<file path="src/rtl/core/tsob_pkg.sv">
// ----------------------------------------------------------------------------
// tsob_pkg
// Types and constants shared by the TCP SYN option builder.
// ----------------------------------------------------------------------------
package tsob_pkg;

	localparam logic [31:0] CAPACITY_LIMIT = 32'h4000_0000;
	localparam logic [31:0] MSS_CAP        = 32'd65535;
	localparam int          SHIFT_MAX      = 14;

	// option kinds and lengths
	localparam logic [7:0] OPT_KIND_MSS  = 8'd2;
	localparam logic [7:0] OPT_LEN_MSS   = 8'd4;
	localparam logic [7:0] OPT_KIND_SACK = 8'd4;
	localparam logic [7:0] OPT_LEN_SACK  = 8'd2;
	localparam logic [7:0] OPT_KIND_TS   = 8'd8;
	localparam logic [7:0] OPT_LEN_TS    = 8'd10;
	localparam logic [7:0] OPT_KIND_WS   = 8'd3;
	localparam logic [7:0] OPT_LEN_WS    = 8'd3;

	// positions in the full option layout
	localparam logic [4:0] POS_MSS_LO  = 5'd3;
	localparam logic [4:0] POS_SACK    = 5'd4;
	localparam logic [4:0] POS_SACK_LO = 5'd5;
	localparam logic [4:0] POS_TS      = 5'd6;
	localparam logic [4:0] POS_TS_END  = 5'd15;
	localparam logic [4:0] POS_WS      = 5'd16;
	localparam logic [4:0] POS_WS_END  = 5'd18;

	// configuration register indexes
	localparam logic [1:0] REG_RCV_BUF = 2'd0;
	localparam logic [1:0] REG_WS_EN   = 2'd1;
	localparam logic [1:0] REG_TS_EN   = 2'd2;
	localparam logic [1:0] REG_SACK_EN = 2'd3;

	typedef struct packed {
		logic        rejected;
		logic [15:0] mss;
		logic [3:0]  shift;
		logic        ws_en;
		logic        ts_en;
		logic        sack_en;
		logic [31:0] ts;
	} syn_desc_t;

endpackage

</file>
<file path="src/rtl/core/tcp_syn_option_builder.sv">
// ----------------------------------------------------------------------------
// tcp_syn_option_builder
// Encodes the option block of a TCP SYN: MSS, SACK-permitted, timestamp and
// window scale, or a single rejection item.
// ----------------------------------------------------------------------------
//  channel   | handshake                 | payload
//  request   | start, busy               | transport_message_bytes, ts_value
//  result    | result_strobe             | option_byte, byte_index, last_byte,
//            |                           | offer_rejected
//  config    | cfg_wr_en                 | cfg_addr, cfg_wdata
//
// A request of n octets (1 when rejected, else 4 to 19) holds the emitter until
// its last octet; the emitter's one-octet-per-cycle walk sets the rate.
// The first octet passes queue, current-request and output registers.
// Requests queue up to QUEUE_DEPTH deep; busy is high while the queue is full.
// Reset restores the register defaults and empties queue and emitter.
// Results cannot be stalled: each octet is shown for one cycle only.
// ----------------------------------------------------------------------------
module tcp_syn_option_builder import tsob_pkg::*; #(
	parameter int MIN_HEADER_BYTES = 20,
	parameter int QUEUE_DEPTH      = 2
) (
	input  logic        clk,
	input  logic        arst_n,
	input  logic        start,
	output logic        busy,
	input  logic [31:0] transport_message_bytes,
	input  logic [31:0] ts_value,
	input  logic        cfg_wr_en,
	input  logic [1:0]  cfg_addr,
	input  logic [31:0] cfg_wdata,
	output logic        result_strobe,
	output logic [7:0]  option_byte,
	output logic [4:0]  byte_index,
	output logic        last_byte,
	output logic        offer_rejected
);

	logic [31:0] rcv_buf_q;
	logic        ws_en_q;
	logic        ts_en_q;
	logic        sack_en_q;

	syn_desc_t   front_desc;
	syn_desc_t   head_desc;
	logic        q_not_empty;
	logic        q_full;
	logic        q_pop;
	logic        push;

	always_ff @(posedge clk or negedge arst_n) begin
		if (!arst_n) begin
			rcv_buf_q <= 32'd65535;
			ws_en_q   <= 1'b1;
			ts_en_q   <= 1'b1;
			sack_en_q <= 1'b1;
		end else if (cfg_wr_en) begin
			case (cfg_addr)
				REG_RCV_BUF: rcv_buf_q <= cfg_wdata;
				REG_WS_EN:   ws_en_q   <= cfg_wdata[0];
				REG_TS_EN:   ts_en_q   <= cfg_wdata[0];
				REG_SACK_EN: sack_en_q <= cfg_wdata[0];
				default:     ;
			endcase
		end
	end

	assign busy = q_full;
	assign push = start && !q_full;

	tsob_front #(
		.MIN_HEADER_BYTES(MIN_HEADER_BYTES)
	) u_front (
		.transport_message_bytes(transport_message_bytes),
		.ts_value               (ts_value),
		.rcv_buf                (rcv_buf_q),
		.ws_en                  (ws_en_q),
		.ts_en                  (ts_en_q),
		.sack_en                (sack_en_q),
		.desc                   (front_desc)
	);

	tsob_queue #(
		.DEPTH(QUEUE_DEPTH)
	) u_queue (
		.clk      (clk),
		.arst_n   (arst_n),
		.push     (push),
		.push_desc(front_desc),
		.pop      (q_pop),
		.head_desc(head_desc),
		.not_empty(q_not_empty),
		.full     (q_full)
	);

	tsob_emit u_emit (
		.clk           (clk),
		.arst_n        (arst_n),
		.head_desc     (head_desc),
		.head_valid    (q_not_empty),
		.pop           (q_pop),
		.result_strobe (result_strobe),
		.option_byte   (option_byte),
		.byte_index    (byte_index),
		.last_byte     (last_byte),
		.offer_rejected(offer_rejected)
	);

	// octets of one item leave on consecutive cycles
	a_item_contiguous: assert property (@(posedge clk) disable iff (!arst_n)
		result_strobe && !last_byte |=> result_strobe)
		else $error("gap inside an option block");

	a_index_steps: assert property (@(posedge clk) disable iff (!arst_n)
		result_strobe && !last_byte |=> byte_index == 5'($past(byte_index) + 5'd1))
		else $error("byte index did not advance by one");

	a_reject_shape: assert property (@(posedge clk) disable iff (!arst_n)
		result_strobe && offer_rejected |-> last_byte && byte_index == 5'd0
			&& option_byte == 8'd0)
		else $error("malformed rejection item");

	a_index_range: assert property (@(posedge clk) disable iff (!arst_n)
		result_strobe |-> byte_index <= 5'd18)
		else $error("byte index beyond option block");

endmodule

</file>
<file path="src/rtl/core/tsob_front.sv">
// ----------------------------------------------------------------------------
// tsob_front
// Classifies a SYN request: rejection check, MSS clamp and window shift.
// ----------------------------------------------------------------------------
module tsob_front import tsob_pkg::*; #(
	parameter int MIN_HEADER_BYTES = 20
) (
	input  logic [31:0] transport_message_bytes,
	input  logic [31:0] ts_value,
	input  logic [31:0] rcv_buf,
	input  logic        ws_en,
	input  logic        ts_en,
	input  logic        sack_en,
	output syn_desc_t   desc
);

	logic [31:0] raw_mss;
	logic [3:0]  shift;

	assign raw_mss = transport_message_bytes - 32'(MIN_HEADER_BYTES);

	// smallest shift with cap < 2^(16+shift), else the maximum; 0 if ws_en is off
	always_comb begin
		shift = 4'(SHIFT_MAX);
		for (int s = SHIFT_MAX; s >= 0; s--) begin
			if ((rcv_buf >> (16 + s)) == 32'd0)
				shift = 4'(s);
		end
		if (!ws_en)
			shift = 4'd0;
	end

	always_comb begin
		desc.rejected = (transport_message_bytes <= 32'(MIN_HEADER_BYTES))
			|| (rcv_buf == 32'd0) || (rcv_buf > CAPACITY_LIMIT);
		desc.mss      = (raw_mss > MSS_CAP) ? MSS_CAP[15:0] : raw_mss[15:0];
		desc.shift    = shift;
		desc.ws_en    = ws_en;
		desc.ts_en    = ts_en;
		desc.sack_en  = sack_en;
		desc.ts       = ts_value;
	end

endmodule

</file>
<file path="src/rtl/core/tsob_queue.sv">
// ----------------------------------------------------------------------------
// tsob_queue
// Small FIFO of classified requests between front and emitter.
// ----------------------------------------------------------------------------
module tsob_queue import tsob_pkg::*; #(
	parameter int DEPTH = 2
) (
	input  logic      clk,
	input  logic      arst_n,
	input  logic      push,
	input  syn_desc_t push_desc,
	input  logic      pop,
	output syn_desc_t head_desc,
	output logic      not_empty,
	output logic      full
);

	localparam int PTR_W = (DEPTH > 1) ? $clog2(DEPTH) : 1;
	localparam int CNT_W = $clog2(DEPTH + 1);

	syn_desc_t          mem_q [DEPTH];
	logic [PTR_W-1:0]   wr_ptr_q;
	logic [PTR_W-1:0]   rd_ptr_q;
	logic [CNT_W-1:0]   count_q;

	assign not_empty = (count_q != '0);
	assign full      = (count_q == CNT_W'(DEPTH));
	assign head_desc = mem_q[rd_ptr_q];

	always_ff @(posedge clk) begin
		if (push)
			mem_q[wr_ptr_q] <= push_desc;
	end

	always_ff @(posedge clk or negedge arst_n) begin
		if (!arst_n) begin
			wr_ptr_q <= '0;
			rd_ptr_q <= '0;
			count_q  <= '0;
		end else begin
			if (push)
				wr_ptr_q <= (wr_ptr_q == PTR_W'(DEPTH - 1)) ? '0 : wr_ptr_q + PTR_W'(1);
			if (pop)
				rd_ptr_q <= (rd_ptr_q == PTR_W'(DEPTH - 1)) ? '0 : rd_ptr_q + PTR_W'(1);
			if (push && !pop)
				count_q <= count_q + CNT_W'(1);
			else if (pop && !push)
				count_q <= count_q - CNT_W'(1);
		end
	end

endmodule

</file>
<file path="src/rtl/core/tsob_emit.sv">
// ----------------------------------------------------------------------------
// tsob_emit
// Walks the option layout of one request, one octet per cycle.
// ----------------------------------------------------------------------------
module tsob_emit import tsob_pkg::*; (
	input  logic      clk,
	input  logic      arst_n,
	input  syn_desc_t head_desc,
	input  logic      head_valid,
	output logic      pop,
	output logic      result_strobe,
	output logic [7:0] option_byte,
	output logic [4:0] byte_index,
	output logic      last_byte,
	output logic      offer_rejected
);

	syn_desc_t  cur_q;
	logic       active_q;
	logic [4:0] pos_q;
	logic [4:0] idx_q;
	logic       strobe_q;
	logic [7:0] byte_q;
	logic [4:0] out_idx_q;
	logic       last_q;
	logic       rej_q;

	logic [7:0] byte_c;
	logic [4:0] next_pos;
	logic       done_c;

	always_comb begin
		case (pos_q)
			5'd0:    byte_c = OPT_KIND_MSS;
			5'd1:    byte_c = OPT_LEN_MSS;
			5'd2:    byte_c = cur_q.mss[15:8];
			5'd3:    byte_c = cur_q.mss[7:0];
			5'd4:    byte_c = OPT_KIND_SACK;
			5'd5:    byte_c = OPT_LEN_SACK;
			5'd6:    byte_c = OPT_KIND_TS;
			5'd7:    byte_c = OPT_LEN_TS;
			5'd8:    byte_c = cur_q.ts[31:24];
			5'd9:    byte_c = cur_q.ts[23:16];
			5'd10:   byte_c = cur_q.ts[15:8];
			5'd11:   byte_c = cur_q.ts[7:0];
			5'd16:   byte_c = OPT_KIND_WS;
			5'd17:   byte_c = OPT_LEN_WS;
			5'd18:   byte_c = {4'd0, cur_q.shift};
			default: byte_c = 8'd0;   // echo reply field
		endcase
		if (cur_q.rejected)
			byte_c = 8'd0;
	end

	// skip disabled options at their boundaries
	always_comb begin
		next_pos = pos_q + 5'd1;
		done_c   = 1'b0;
		case (pos_q)
			POS_MSS_LO: begin
				if (cur_q.sack_en)    next_pos = POS_SACK;
				else if (cur_q.ts_en) next_pos = POS_TS;
				else if (cur_q.ws_en) next_pos = POS_WS;
				else                  done_c   = 1'b1;
			end
			POS_SACK_LO: begin
				if (cur_q.ts_en)      next_pos = POS_TS;
				else if (cur_q.ws_en) next_pos = POS_WS;
				else                  done_c   = 1'b1;
			end
			POS_TS_END: begin
				if (cur_q.ws_en)      next_pos = POS_WS;
				else                  done_c   = 1'b1;
			end
			POS_WS_END: done_c = 1'b1;
			default:    ;
		endcase
		if (cur_q.rejected)
			done_c = 1'b1;
	end

	assign pop = head_valid && (!active_q || done_c);

	always_ff @(posedge clk) begin
		if (pop)
			cur_q <= head_desc;
		if (active_q) begin
			byte_q    <= byte_c;
			out_idx_q <= idx_q;
			last_q    <= done_c;
			rej_q     <= cur_q.rejected;
		end
	end

	always_ff @(posedge clk or negedge arst_n) begin
		if (!arst_n) begin
			active_q <= 1'b0;
			pos_q    <= '0;
			idx_q    <= '0;
			strobe_q <= 1'b0;
		end else begin
			strobe_q <= active_q;
			if (pop) begin
				active_q <= 1'b1;
				pos_q    <= '0;
				idx_q    <= '0;
			end else if (active_q && done_c) begin
				active_q <= 1'b0;
			end else if (active_q) begin
				pos_q <= next_pos;
				idx_q <= idx_q + 5'd1;
			end
		end
	end

	assign result_strobe  = strobe_q;
	assign option_byte    = byte_q;
	assign byte_index     = out_idx_q;
	assign last_byte      = last_q;
	assign offer_rejected = rej_q;

endmodule

</file>
<file path="config.mk">
export PLATFORM = sky130hd
export DESIGN_NAME = tcp_syn_option_builder
export DESIGN_NICKNAME = d
export VERILOG_FILES = /design/src/rtl/core/tsob_pkg.sv /design/src/rtl/core/tcp_syn_option_builder.sv /design/src/rtl/core/tsob_front.sv /design/src/rtl/core/tsob_queue.sv /design/src/rtl/core/tsob_emit.sv
export SDC_FILE = /design/constraint.sdc
export NUM_CORES = 1
export LEC_CHECK = 0
export BUFFER_PORTS_ARGS = -buffer_cell sky130_fd_sc_hd__buf_4
export CORE_MARGIN = 3
export CORE_UTILIZATION = 50
export CTS_CLUSTER_DIAMETER = 50
export CTS_CLUSTER_SIZE = 28
export DETAILED_ROUTE_END_ITERATION = 10
export GPL_ROUTABILITY_DRIVEN = 0
export GPL_TIMING_DRIVEN = 1
export PLACE_DENSITY = 0.76
export RECOVER_POWER = 50
export SLEW_MARGIN = 20
export SYNTH_ARGS = -nofsm -noshare
export SYNTH_HDL_FRONTEND = slang
export SYNTH_SLANG_ARGS = --single-unit
export TNS_END_PERCENT = 5
</file>
<file path="constraint.sdc">
create_clock -name clk -period 4.8 [get_ports clk]
set_input_delay 0.72 -clock clk [delete_from_list [all_inputs] [get_ports clk]]
set_output_delay 0.72 -clock clk [all_outputs]
set_load 0.01 [all_outputs]
</file>
==> metrics.md, run 1 <==
| Metric | Value |
|---|---|
| Status | complete, but fails checks |
| Violated checks | max-capacitance violations, max-slew violations |
| Tot GR Track Use | 0.1775 |
| Setup ws final | 1107 ps |
| Worst-Margin Slew | 3307 ps |
| Area of the mapped netlist | 9794 µm² |
| Final setup TNS | 0 ps |
| Clock transition at path regs | 80 ps |
| Worst-path cell chain | ha_1 -> or3b_4 -> a2111oi_4 -> o211ai_2 -> nand2_1 -> o21ai_0 -> inv_2 -> buf_4 |
| Worst endpoint required time | 4950 ps |
| Max-cap violation count | 3 |
| Fill cells | 1390 |
| I/O Pins | 119 |
| Violation count after the first detailed-routing iteration | 547 |
| Final nets | 878 |
| Critical path's slowest cell | buf_4 |
| Area growth from synthesis to layout | 19.56% |
| Detailed-route via count | 5734 |
| Crit path DAT | 3850 ps |
| Placed Area | 10950 µm² |
| Starting Density | 0.5167 |
| Synth area leaders | edfxtp_1 56%, mux2_2 10%, dfrtp_1 8.2% |
| # setup viols final | 0 |
| Drt via density | 5.498 |
| H-tree depth | 1 |
| Syn Nets | 748 |
| Initial antenna violation count | 0 |
| Leak | 4.148 nW |
| Post-CTS Setup Bufs | 0 |
| DRC | 0 |
| Tmin final | 3693 ps |
| Wirelength per Cell | 18.16 µm |
| N_diodes | 0 |
| WS Path Type | flop to flop |
| Cell variety after synth | 59 |
| FFs w/ async S/R, synth | 0.2179 |
| # resized after CTS | 0 |
| Hold Violations, Final | 0 |
| WL final | 18.94 mm |
| Root buffer cell | clkbuf_16 |
| Peak VDD IR | 0.3371 mV |
| Pin count of the biggest net entering global routing | 58 |
| Commonest cells post-synth | 183 x edfxtp_1, 88 x mux2_2, 39 x nor2_1 |
| Drt pass-1 iters | 6 |
| Syn Inst Count | 637 |
| Register area | 6797 µm² |
| Yosys Warn Count | 0 |
| Multi-input gate area | 2834 µm² |
| Synth area leader | edfxtp_1 |
| Worst-Skew Late Latency | 510 ps |
| CP startpoint kind | flop |
| Hold path depth | 1 |
| Global-route wire length before repair | 30.79 mm |
| Num CTS Buffers | 22 |
| Final-report max-slew violation count | 146 |
| Relative slew slack | -1.205 |
| P per Cell Area | 569.5 nW/µm² |
| Seq/Total Area, Yosys | 0.6938 |
| Most frequent cell after synthesis | edfxtp_1 |
| Post-synth EDFFs | 183 |
| Total power | 6.669 mW |
| GR Overflow Total | 0 |
| Crit-path max FO | 37 |
| Vias in the first global route | 5849 |
| Yosys top cell area share | 0.5611 |
| DIE HEIGHT | 146.0 µm |
| CTS tree | yes |
| Setup WS pre-CTS | 1141 ps |
| DP Wirelength | 13.21 mm |
| RSZ-0062 raised after global routing | false |
| Core area | 18960 µm² |
| Antenna viol nets, final | 0 |
| PortBufs | 118 |
| Synth Area per Inst | 15.38 µm² |
| Fraction of layout cells with a size suffix above 1 | 0.3218 |
| Synth Flop Type | edfxtp_1 |
| Fin crit share | 0.7693 |
| Worst path max stage delay | 480 ps |
| Post-layout util | 0.6178 |
| # rows | 50 |
| Flops & latches, synth | 234 |
| Hold-fix buffers at CTS | 0 |
| R2R depth | 8 |
| CTS Buffer Depth | 3 |
| Final Instance Area | 11710 µm² |
| Die area | 21300 µm² |
| Clock skew | 19.19 ps |
| Fmax | 270.8 MHz |
| Die width | 146.0 µm |
| Clock Sinks | 234 |
| Hold/Removal Path Class | input pin to flop |
| Kind of end point of the critical path | flop |
state kept, by name, summed over array words and instances, names as in the netlist:
name	cells
rcv_buf_q	32
u_queue.rd_ptr_q	1
u_emit.option_byte	8
u_emit.last_byte	1
ws_en_q	1
u_emit.result_strobe	1
ts_en_q	1
u_emit.cur_q	56
u_emit.pos_q	5
sack_en_q	1
u_emit.active_q	1
u_queue.mem_q	112
u_emit.idx_q	5
u_queue.wr_ptr_q	1
u_emit.offer_rejected	1
u_queue.count_q	2
u_emit.byte_index	5
cells in the final DEF, fill, tap and decap left out, types with 3 or more instances in the layout:
cell type,n
edfxtp_1,183
buf_4,83
mux2_2,70
nor2_1,38
nand2_1,34
dfrtp_1,31
clkbuf_16,23
clkbuf_4,21
a22oi_1,20
clkbuf_1,20
nand3_1,19
mux2_1,18
o21ai_0,17
dfstp_2,16
inv_1,14
xor2_1,14
nor4_1,13
nor3_1,11
xnor2_1,11
a21oi_1,10
a31oi_1,9
ha_1,9
clkinv_8,8
nand4_1,6
nand2b_1,4
nand3b_1,4
o21a_1,4
o22ai_1,4
o21bai_1,3
nor3b_1,3
nand4b_1,3
or2_2,3
a22o_1,3
a222oi_1,3
a21o_1,3
inv_16,3
dfstp_1,3
worst max-delay path, delay by kind of cell (launching register included):
kind            cells  cell delay [ps]
buf+inv             2              880
flops               1              430
compound gates      3              900
fa+ha+maj           1              350
simple gates        2              760
layout make-up:
type                       instances  share of cell area
timing repair buffer             124             0.07308
clock inverter                    17             0.02212
inverter                          17            0.005449
sequential                       234              0.5804
multi-input combinational        368              0.2420
clock buffer                      23             0.04915
tap                              260             0.02778
metal layers:
layer / share of wire / GRT usage / vias up
li1: - / - / 2708
met1: 0.41 / 0.2374 / 2769
met2: 0.49 / 0.2945 / 219
met3: 0.068 / 0.03706 / 38
met4: 0.026 / 0.05556 / 0
met5: 0 / 0 / -
kinds of logic (layout without fill, tap and decap cells):
kind of cell               after synthesis  after routing  share of synthesized area
xor gates and xnor gates                25             25                    0.02236
and+or+nand+nor                        156            156                    0.08674
buffers and inverters                   35            181                    0.01839
adders and majority gates                9              9                    0.01150
AOI/OAI and AO/OA                       89             89                    0.06502
DFF                                    234            234                     0.6938
muxes                                   89             89                     0.1022
worst paths after layout:
| path | start | end | slack (ps) |
|---|---|---|---|
| min in group asynchronous | arst_n | u_emit.idx_q[1] | 1100 |
| max reg2reg | u_emit.pos_q[0] | u_emit.cur_q[7] | 1110 |
| min | ts_value[4] | u_queue.mem_q[1][4] | 420 |
| max | u_emit.pos_q[0] | u_emit.cur_q[7] | 1110 |
| max in group asynchronous | arst_n | u_queue.rd_ptr_q | 1930 |
| min reg2reg | u_emit.idx_q[4] | u_emit.byte_index[4] | 510 |
metrics by stage:
stage	cells	hold slack, ps
final	1043	417.7
after global routing	1043	398.1
after CTS	1043	250.0
after detailed placement	1003	494.1
after global placement	1003	486.8
after floorplan	637	424.4
report_power, final:
group,internal [mW],switching (mW),total [mW]
Clock,1.01,0.882,1.89
Sequential,3.02,0.269,3.29
Combinational,0.607,0.873,1.48
Power figures use the tool's default switching activity.
==> inputs of run 2 (changes only) <==
--- a/config.mk
+++ b/config.mk
@@ -13,7 +13,7 @@
 export DETAILED_ROUTE_END_ITERATION = 10
 export GPL_ROUTABILITY_DRIVEN = 0
 export GPL_TIMING_DRIVEN = 1
-export PLACE_DENSITY = 0.76
+export PLACE_DENSITY = 0.79
 export RECOVER_POWER = 50
 export SLEW_MARGIN = 20
 export SYNTH_ARGS = -nofsm -noshare
==> constraint.sdc (replaced) <==
create_clock -name clk -period 3.21 [get_ports clk]
set_input_delay 0.4815 -clock clk [delete_from_list [all_inputs] [get_ports clk]]
set_output_delay 0.4815 -clock clk [all_outputs]
set_load 0.01 [all_outputs]
==> metrics.md, run 2 (synthesis results as in run 1) <==
| Metric | Value |
|---|---|
| CTS Buffer Depth | 3 (unchanged) |
| I/O Pins | 119 (unchanged) |
| PortBufs | 118 (unchanged) |
| P per Cell Area | 846.1 nW/µm² (was 569.5 nW/µm²) |
| Vias in the first global route | 6044 (was 5849) |
| Hold/Removal Path Class | input pin to asynchronous set/reset pin (was input pin to flop) |
| GR Overflow Total | 0 (unchanged) |
| Area growth from synthesis to layout | 19.78% (was 19.56%) |
| Max-cap violation count | 2 (was 3) |
| Crit path DAT | 3310 ps (was 3850 ps) |
| WS Path Type | flop to flop (unchanged) |
| Violation count after the first detailed-routing iteration | 639 (was 547) |
| Initial antenna violation count | 1 (was 0) |
| Final nets | 887 (was 878) |
| # setup viols final | 0 (unchanged) |
| Status | complete, but fails checks (unchanged) |
| Placed Area | 11040 µm² (was 10950 µm²) |
| CP startpoint kind | flop (unchanged) |
| Worst-Margin Slew | 2077 ps (was 3307 ps) |
| Die width | 146.0 µm (unchanged) |
| Tmin final | 2878 ps (was 3693 ps) |
| Peak VDD IR | 0.6550 mV (was 0.3371 mV) |
| Total power | 9.926 mW (was 6.669 mW) |
| Fill cells | 1372 (was 1390) |
| Leading cell type in the layout, fill and taps excluded | edfxtp_1 (unchanged) |
| CTS tree | yes (unchanged) |
| Clock skew | 14.24 ps (was 19.19 ps) |
| Clock transition at path regs | 80 ps (about the same) |
| N_diodes | 0 (unchanged) |
| H-tree depth | 1 (unchanged) |
| Fraction of layout cells with a size suffix above 1 | 0.3258 (was 0.3218) |
| Leak | 4.163 nW (was 4.148 nW) |
| R2R Path End | u_queue.count_q[1] (was u_emit.cur_q[7]) |
| Wirelength per Cell | 18.66 µm (was 18.16 µm) |
| Global-route wire length before repair | 31.60 mm (was 30.79 mm) |
| Detailed-route via count | 5840 (was 5734) |
| # rows | 50 (unchanged) |
| Clock Sinks | 234 (unchanged) |
| Drt via density | 5.551 (was 5.498) |
| Worst endpoint required time | 3650 ps (was 4950 ps) |
| Root buffer cell | clkbuf_16 (unchanged) |
| WHS | -2.050 ps (was 417.7 ps) |
| Critical path's slowest cell | or3b_4 (was buf_4) |
| WL final | 19.64 mm (was 18.94 mm) |
| Setup slack, reg-to-reg | 330 ps (was 1110 ps) |
| Top Registers | u_queue.mem_q: 112 flops, u_emit.cur_q: 56 flops, rcv_buf_q: 32 flops (unchanged) |
| Final-report max-slew violation count | 73 (was 146) |
| Starting Density | 0.5167 (unchanged) |
| Placed insts | 1012 (was 1003) |
| RSZ-0062 raised after global routing | false (unchanged) |
| Most frequent cells in the layout | 183 x edfxtp_1, 89 x buf_4, 72 x mux2_2 (was 183 x edfxtp_1, 83 x buf_4, 70 x mux2_2) |
| Worst-Skew Late Latency | 510 ps (about the same) |
| DRC | 0 (unchanged) |
| Drt pass-1 iters | 7 (was 6) |
| DIE HEIGHT | 146.0 µm (unchanged) |
| Pin count of the biggest net entering global routing | 52 (was 58) |
| Most flop-heavy register | u_queue.mem_q (unchanged) |
| Worst path max stage delay | 440 ps (was 480 ps) |
| DP Wirelength | 13.85 mm (was 13.21 mm) |
| Crit path max-delay family | compound AO/OA/AOI/OAI gates (unchanged) |
| Violated checks | negative hold slack, max-capacitance violations, max-slew violations (was max-capacitance violations, max-slew violations) |
| CP Buf/Inv Count | 0 (was 2) |
| Tot GR Track Use | 0.1826 (was 0.1775) |
| Kind of end point of the critical path | flop (unchanged) |
| Antenna viol nets, final | 0 (unchanged) |
| Hold-fix buffers at CTS | 0 (unchanged) |
| Final Instance Area | 11730 µm² (was 11710 µm²) |
| Max reg flops | 112 (unchanged) |
| Hold Violations, Final | 1 (was 0) |
| Fin crit share | 0.8965 (was 0.7693) |
| # resized after CTS | 0 (unchanged) |
| Crit-path max FO | 8 (was 37) |
| Relative slew slack | -0.3845 (was -1.205) |
| Worst-path cell chain | ha_1 -> or3b_4 -> a2111oi_4 -> o211ai_2 -> nand2_1 -> o21ai_0 -> ha_1 -> xor2_1 -> nor2_1 -> xor2_1 (was ha_1 -> or3b_4 -> a2111oi_4 -> o211ai_2 -> nand2_1 -> o21ai_0 -> inv_2 -> buf_4) |
| R2R depth | 10 (was 8) |
| Finished Layout Cells | 1052 (was 1043) |
| Core area | 18960 µm² (unchanged) |
| Post-CTS Setup Bufs | 0 (unchanged) |
| Fmax | 347.5 MHz (was 270.8 MHz) |
| Die area | 21300 µm² (unchanged) |
| Worst flop-to-flop path startpoint | u_emit.pos_q[0] (unchanged) |
| Multi-input gate area | 2823 µm² (was 2834 µm²) |
| Register area | 6797 µm² (unchanged) |
| Num CTS Buffers | 22 (unchanged) |
## run 2: cell count changes in the layout (fill, tap and decap cells not counted), moves of 2 or more
| cell | previous run | this run |
|---|---|---|
| buf_12 | 0 | 2 |
| buf_4 | 83 | 89 |
| clkbuf_1 | 20 | 24 |
| clkbuf_4 | 21 | 19 |
| clkinv_4 | 0 | 2 |
| clkinv_8 | 8 | 5 |
| inv_6 | 2 | 4 |
| mux2_1 | 18 | 16 |
| mux2_2 | 70 | 72 |
## run 2: worst max path at each step
stage | from | to | depth (start not counted)
final | u_emit.pos_q[0] | u_queue.count_q[1] | 10
after floorplan | u_emit.pos_q[0] | u_emit.cur_q[0] | 8
after detailed placement | u_emit.pos_q[0] | u_queue.count_q[1] | 10
after global placement | u_emit.pos_q[0] | u_queue.count_q[1] | 10
after global routing | u_emit.pos_q[0] | u_queue.count_q[1] | 10
after CTS | u_emit.pos_q[0] | u_queue.count_q[1] | 10
## run 2: metrics by stage
stage	TNS, ps	hold WS (ps)	setup slack, ps	util
floorplan	-9854	185.9	-176.0	-
global placement	0	477.7	491.5	0.5826
detailed placement	0	489.0	379.9	0.5826
CTS	0	5.929	335.0	0.6240
global route	0	34.09	159.1	0.6189
finish	0	-2.050	332.3	0.6189
## run 2: layout make-up
| class | instances | area share |
|---|---|---|
| tap | 260 | 0.02773 |
| clock buffer | 24 | 0.04938 |
| inverter | 17 | 0.005439 |
| multi-input combinational | 368 | 0.2406 |
| timing repair buffer | 133 | 0.07988 |
| sequential | 234 | 0.5793 |
| clock inverter | 16 | 0.01760 |
## run 2: power by group
part	internal [mW]	switching (mW)	total (mW)
combinational	0.958	1.32	2.28
clock	1.42	1.27	2.69
sequential	4.52	0.436	4.96
total	6.90	3.03	9.93
## run 2: layer usage
metal	wire length (µm)	track usage	part of all wire
met1	7967	0.2396	0.41
met2	9577	0.3091	0.49
met3	1561	0.04017	0.080
met4	514	0.05128	0.026
met5	13	0	0.00066
==> inputs of run 3 (changes only) <==
--- a/config.mk
+++ b/config.mk
@@ -5,6 +5,7 @@
 export SDC_FILE = /design/constraint.sdc
 export NUM_CORES = 1
 export LEC_CHECK = 0
+export ABC_AREA = 1
 export BUFFER_PORTS_ARGS = -buffer_cell sky130_fd_sc_hd__buf_4
 export CORE_MARGIN = 3
 export CORE_UTILIZATION = 50
==> metrics.md, run 3 <==
| Metric | Value |
|---|---|
| Status | complete, but fails checks (unchanged) |
| Violated checks | negative hold slack, max-capacitance violations, max-slew violations (unchanged) |
| Final nets | 1172 (was 887) |
| Fin crit share | 0.8179 (was 0.8965) |
| Setup WS pre-CTS | 661.0 ps (was 379.9 ps) |
| Hold-fix buffers at CTS | 0 (unchanged) |
| Critical path's slowest cell | clkbuf_1 (was or3b_4) |
| Drt via density | 5.291 (was 5.551) |
| Most flop-heavy register | u_queue.mem_q (unchanged) |
| Worst flop-to-flop path startpoint | u_queue.rd_ptr_q (was u_emit.pos_q[0]) |
| Final Instance Area | 12190 µm² (was 11730 µm²) |
| Yosys top cell area share | 0.5368 (was 0.5611) |
| Highest routing layer actually used | met4 (was met5) |
| Detail Route met3 WL | 1.429 mm (was 1.561 mm) |
| Cell variety after synth | 44 (was 59) |
| Most frequent cells in the layout | 308 x nand2_1, 183 x edfxtp_1, 75 x buf_4 (was 183 x edfxtp_1, 89 x buf_4, 72 x mux2_2) |
| Pin count of the biggest net entering global routing | 58 (was 52) |
| Worst Setup SP | u_queue.rd_ptr_q (was u_emit.pos_q[0]) |
| Clock skew | 32.68 ps (was 14.24 ps) |
| Synth area leaders | edfxtp_1 54%, nand2_1 11%, dfrtp_1 7.8% (was edfxtp_1 56%, mux2_2 10%, dfrtp_1 8.2%) |
| Area growth from synthesis to layout | 19.05% (was 19.78%) |
| Area of the mapped netlist | 10240 µm² (was 9794 µm²) |
| Worst setup endpoint | u_emit.cur_q[47] (was u_queue.count_q[1]) |
| Commonest cells post-synth | 308 x nand2_1, 183 x edfxtp_1, 68 x nor2_1 (was 183 x edfxtp_1, 88 x mux2_2, 39 x nor2_1) |
| Met2 WL post-DR | 10.08 mm (was 9.577 mm) |
| Worst-Skew Late Latency | 520 ps (was 510 ps) |
| PortBufs | 118 (unchanged) |
| Syn Nets | 1040 (was 748) |
| Seq/Total Area, Yosys | 0.6638 (was 0.6938) |
| Core area | 19780 µm² (was 18960 µm²) |
| Post-CTS Setup Bufs | 0 (unchanged) |
| Crit path DAT | 2980 ps (was 3310 ps) |
| Crit-path max FO | 37 (was 8) |
| Num CTS Buffers | 23 (was 22) |
| Peak VDD IR | 0.5830 mV (was 0.6550 mV) |
| Most frequent cell after synthesis | nand2_1 (was edfxtp_1) |
| Fmax | 380.9 MHz (was 347.5 MHz) |
| Clock Sinks | 234 (unchanged) |
| Flops & latches, synth | 234 (unchanged) |
| RSZ-0062 raised after global routing | false (unchanged) |
| Tot GR Track Use | 0.1895 (was 0.1826) |
| Initial antenna violation count | 0 (was 1) |
| Clock transition at path regs | 80 ps (about the same) |
| WHS | -18.70 ps (was -2.050 ps) |
| Max-cap violation count | 2 (unchanged) |
| Synth area leader | edfxtp_1 (unchanged) |
| FFs w/ async S/R, synth | 0.2179 (unchanged) |
| Wirelength per Cell | 15.74 µm (was 18.66 µm) |
| Fill cells | 1586 (was 1372) |
| Leak | 4.914 nW (was 4.163 nW) |
| Wl on met1 | 9.079 mm (was 7.967 mm) |
| Setup ws final | 584.4 ps (was 332.3 ps) |
| WL final | 21.12 mm (was 19.64 mm) |
| Setup slack, reg-to-reg | 580 ps (was 330 ps) |
| CTS tree | yes (unchanged) |
| I/O Pins | 119 (unchanged) |
| Hold Violations, Final | 13 (was 1) |
| Die width | 149.1 µm (was 146.0 µm) |
| Total power | 10.14 mW (was 9.926 mW) |
| N_diodes | 0 (unchanged) |
| Hold/Removal Path Class | input pin to asynchronous set/reset pin (unchanged) |
| CP Buf/Inv Count | 2 (was 0) |
| R2R Path End | u_emit.cur_q[47] (was u_queue.count_q[1]) |
| Worst endpoint required time | 3570 ps (was 3650 ps) |
| Vias in the first global route | 6745 (was 6044) |
| GR Overflow Total | 0 (unchanged) |
| Final setup TNS | 0 ps (unchanged) |
| Top Registers | u_queue.mem_q: 112 flops, u_emit.cur_q: 56 flops, rcv_buf_q: 32 flops (unchanged) |
| CTS Buffer Depth | 3 (unchanged) |
| CP startpoint kind | flop (unchanged) |
| Fraction of layout cells with a size suffix above 1 | 0.1996 (was 0.3258) |
| H-tree depth | 1 (unchanged) |
| Syn Inst Count | 929 (was 637) |
| Die area | 22230 µm² (was 21300 µm²) |
| Crit path top cell by count | nand2_1 |
| Finished Layout Cells | 1342 (was 1052) |
| Worst path max stage delay | 1250 ps (was 440 ps) |
| R2R depth | 4 (was 10) |
| Root buffer cell | clkbuf_16 (unchanged) |
| Antenna viol nets, final | 0 (unchanged) |
| Drt pass-1 iters | 5 (was 7) |
| DIE HEIGHT | 149.1 µm (was 146.0 µm) |
| Placed insts | 1301 (was 1012) |
| Crit path max-delay family | buffers and inverters (was compound AO/OA/AOI/OAI gates) |
| # resized after CTS | 0 (unchanged) |
| # setup viols final | 0 (unchanged) |
| Worst-path cell chain | inv_1 -> clkbuf_1 -> nand2_1 -> nand2_1 (was ha_1 -> or3b_4 -> a2111oi_4 -> o211ai_2 -> nand2_1 -> o21ai_0 -> ha_1 -> xor2_1 -> nor2_1 -> xor2_1) |
| # rows | 51 (was 50) |
| DRC | 0 (unchanged) |
| DP Wirelength | 14.85 mm (was 13.85 mm) |
| Kind of end point of the critical path | flop (unchanged) |
| Synth Area per Inst | 11.02 µm² (was 15.38 µm²) |
| Starting Density | 0.5175 (was 0.5167) |
| Placed Area | 11470 µm² (was 11040 µm²) |
| Tmin final | 2626 ps (was 2878 ps) |
| Synth Flop Type | edfxtp_1 (unchanged) |
| Global-route wire length before repair | 33.85 mm (was 31.60 mm) |
| Detailed-route via count | 7101 (was 5840) |
| Yosys Warn Count | 0 (unchanged) |
| WS Path Type | flop to flop (unchanged) |
| Max reg flops | 112 (unchanged) |
| Relative slew slack | -0.1798 (was -0.3845) |
| Worst path depth | 4 (was 10) |
| Worst-Margin Slew | 1770 ps (was 2077 ps) |
| Violation count after the first detailed-routing iteration | 609 (was 639) |
| Post-layout util | 0.6161 (was 0.6189) |
| P per Cell Area | 831.8 nW/µm² (was 846.1 nW/µm²) |
| Final-report max-slew violation count | 76 (was 73) |
| Leading cell type in the layout, fill and taps excluded | nand2_1 (was edfxtp_1) |
| Post-synth EDFFs | 183 (unchanged) |
==> run 3: cell type report <==
| class | instances | area (µm²) | share of cell area |
|---|---|---|---|
| clock inverter | 17 | 270.3 | 0.02217 |
| clock buffer | 24 | 579.3 | 0.04753 |
| timing repair buffer | 128 | 857.1 | 0.07032 |
| multi-input combinational | 601 | 3080 | 0.2527 |
| inverter | 73 | 274.0 | 0.02248 |
| tap | 265 | 331.6 | 0.02720 |
| sequential | 234 | 6795 | 0.5575 |
==> run 3: logic make-up after synthesis <==
kind of cell / count (synthesis) / share of synthesized area
XOR/XNOR: 18 / 0.01540
multiplexers: 27 / 0.02970
adder cells (fa/ha/maj): 9 / 0.01100
buffers and inverters: 94 / 0.03679
flip-flops: 234 / 0.6638
AO/OA/AOI/OAI: 61 / 0.03813
AND/OR/NAND/NOR: 486 / 0.2052
==> run 3: power breakdown <==
group	leakage (nW)	switching, mW	internal, mW	total (mW)
registers	2.28	0.383	4.55	4.93
clock network	0.410	1.27	1.66	2.93
logic	2.22	1.59	0.686	2.27
==> run 3: routing by layer <==
| layer | vias up | track usage |
|---|---|---|
| li1 | 3436 | - |
| met2 | 273 | 0.3071 |
| met4 | 0 | 0.05355 |
| met1 | 3350 | 0.2702 |
| met5 | - | 0 |
| met3 | 42 | 0.02796 |
==> run 3: how the worst min path moves through the flow <==
stage                        from          endpoint  slack, ps  cells past startpoint
after CTS                  arst_n  u_queue.rd_ptr_q          2                      1
after floorplan            arst_n     rcv_buf_q[16]        190                      0
after global routing       arst_n  u_queue.rd_ptr_q         20                      1
final                      arst_n   u_emit.idx_q[4]        -20                      1
after detailed placement  ts_en_q           ts_en_q        480                      2
after global placement    ts_en_q           ts_en_q        480                      2
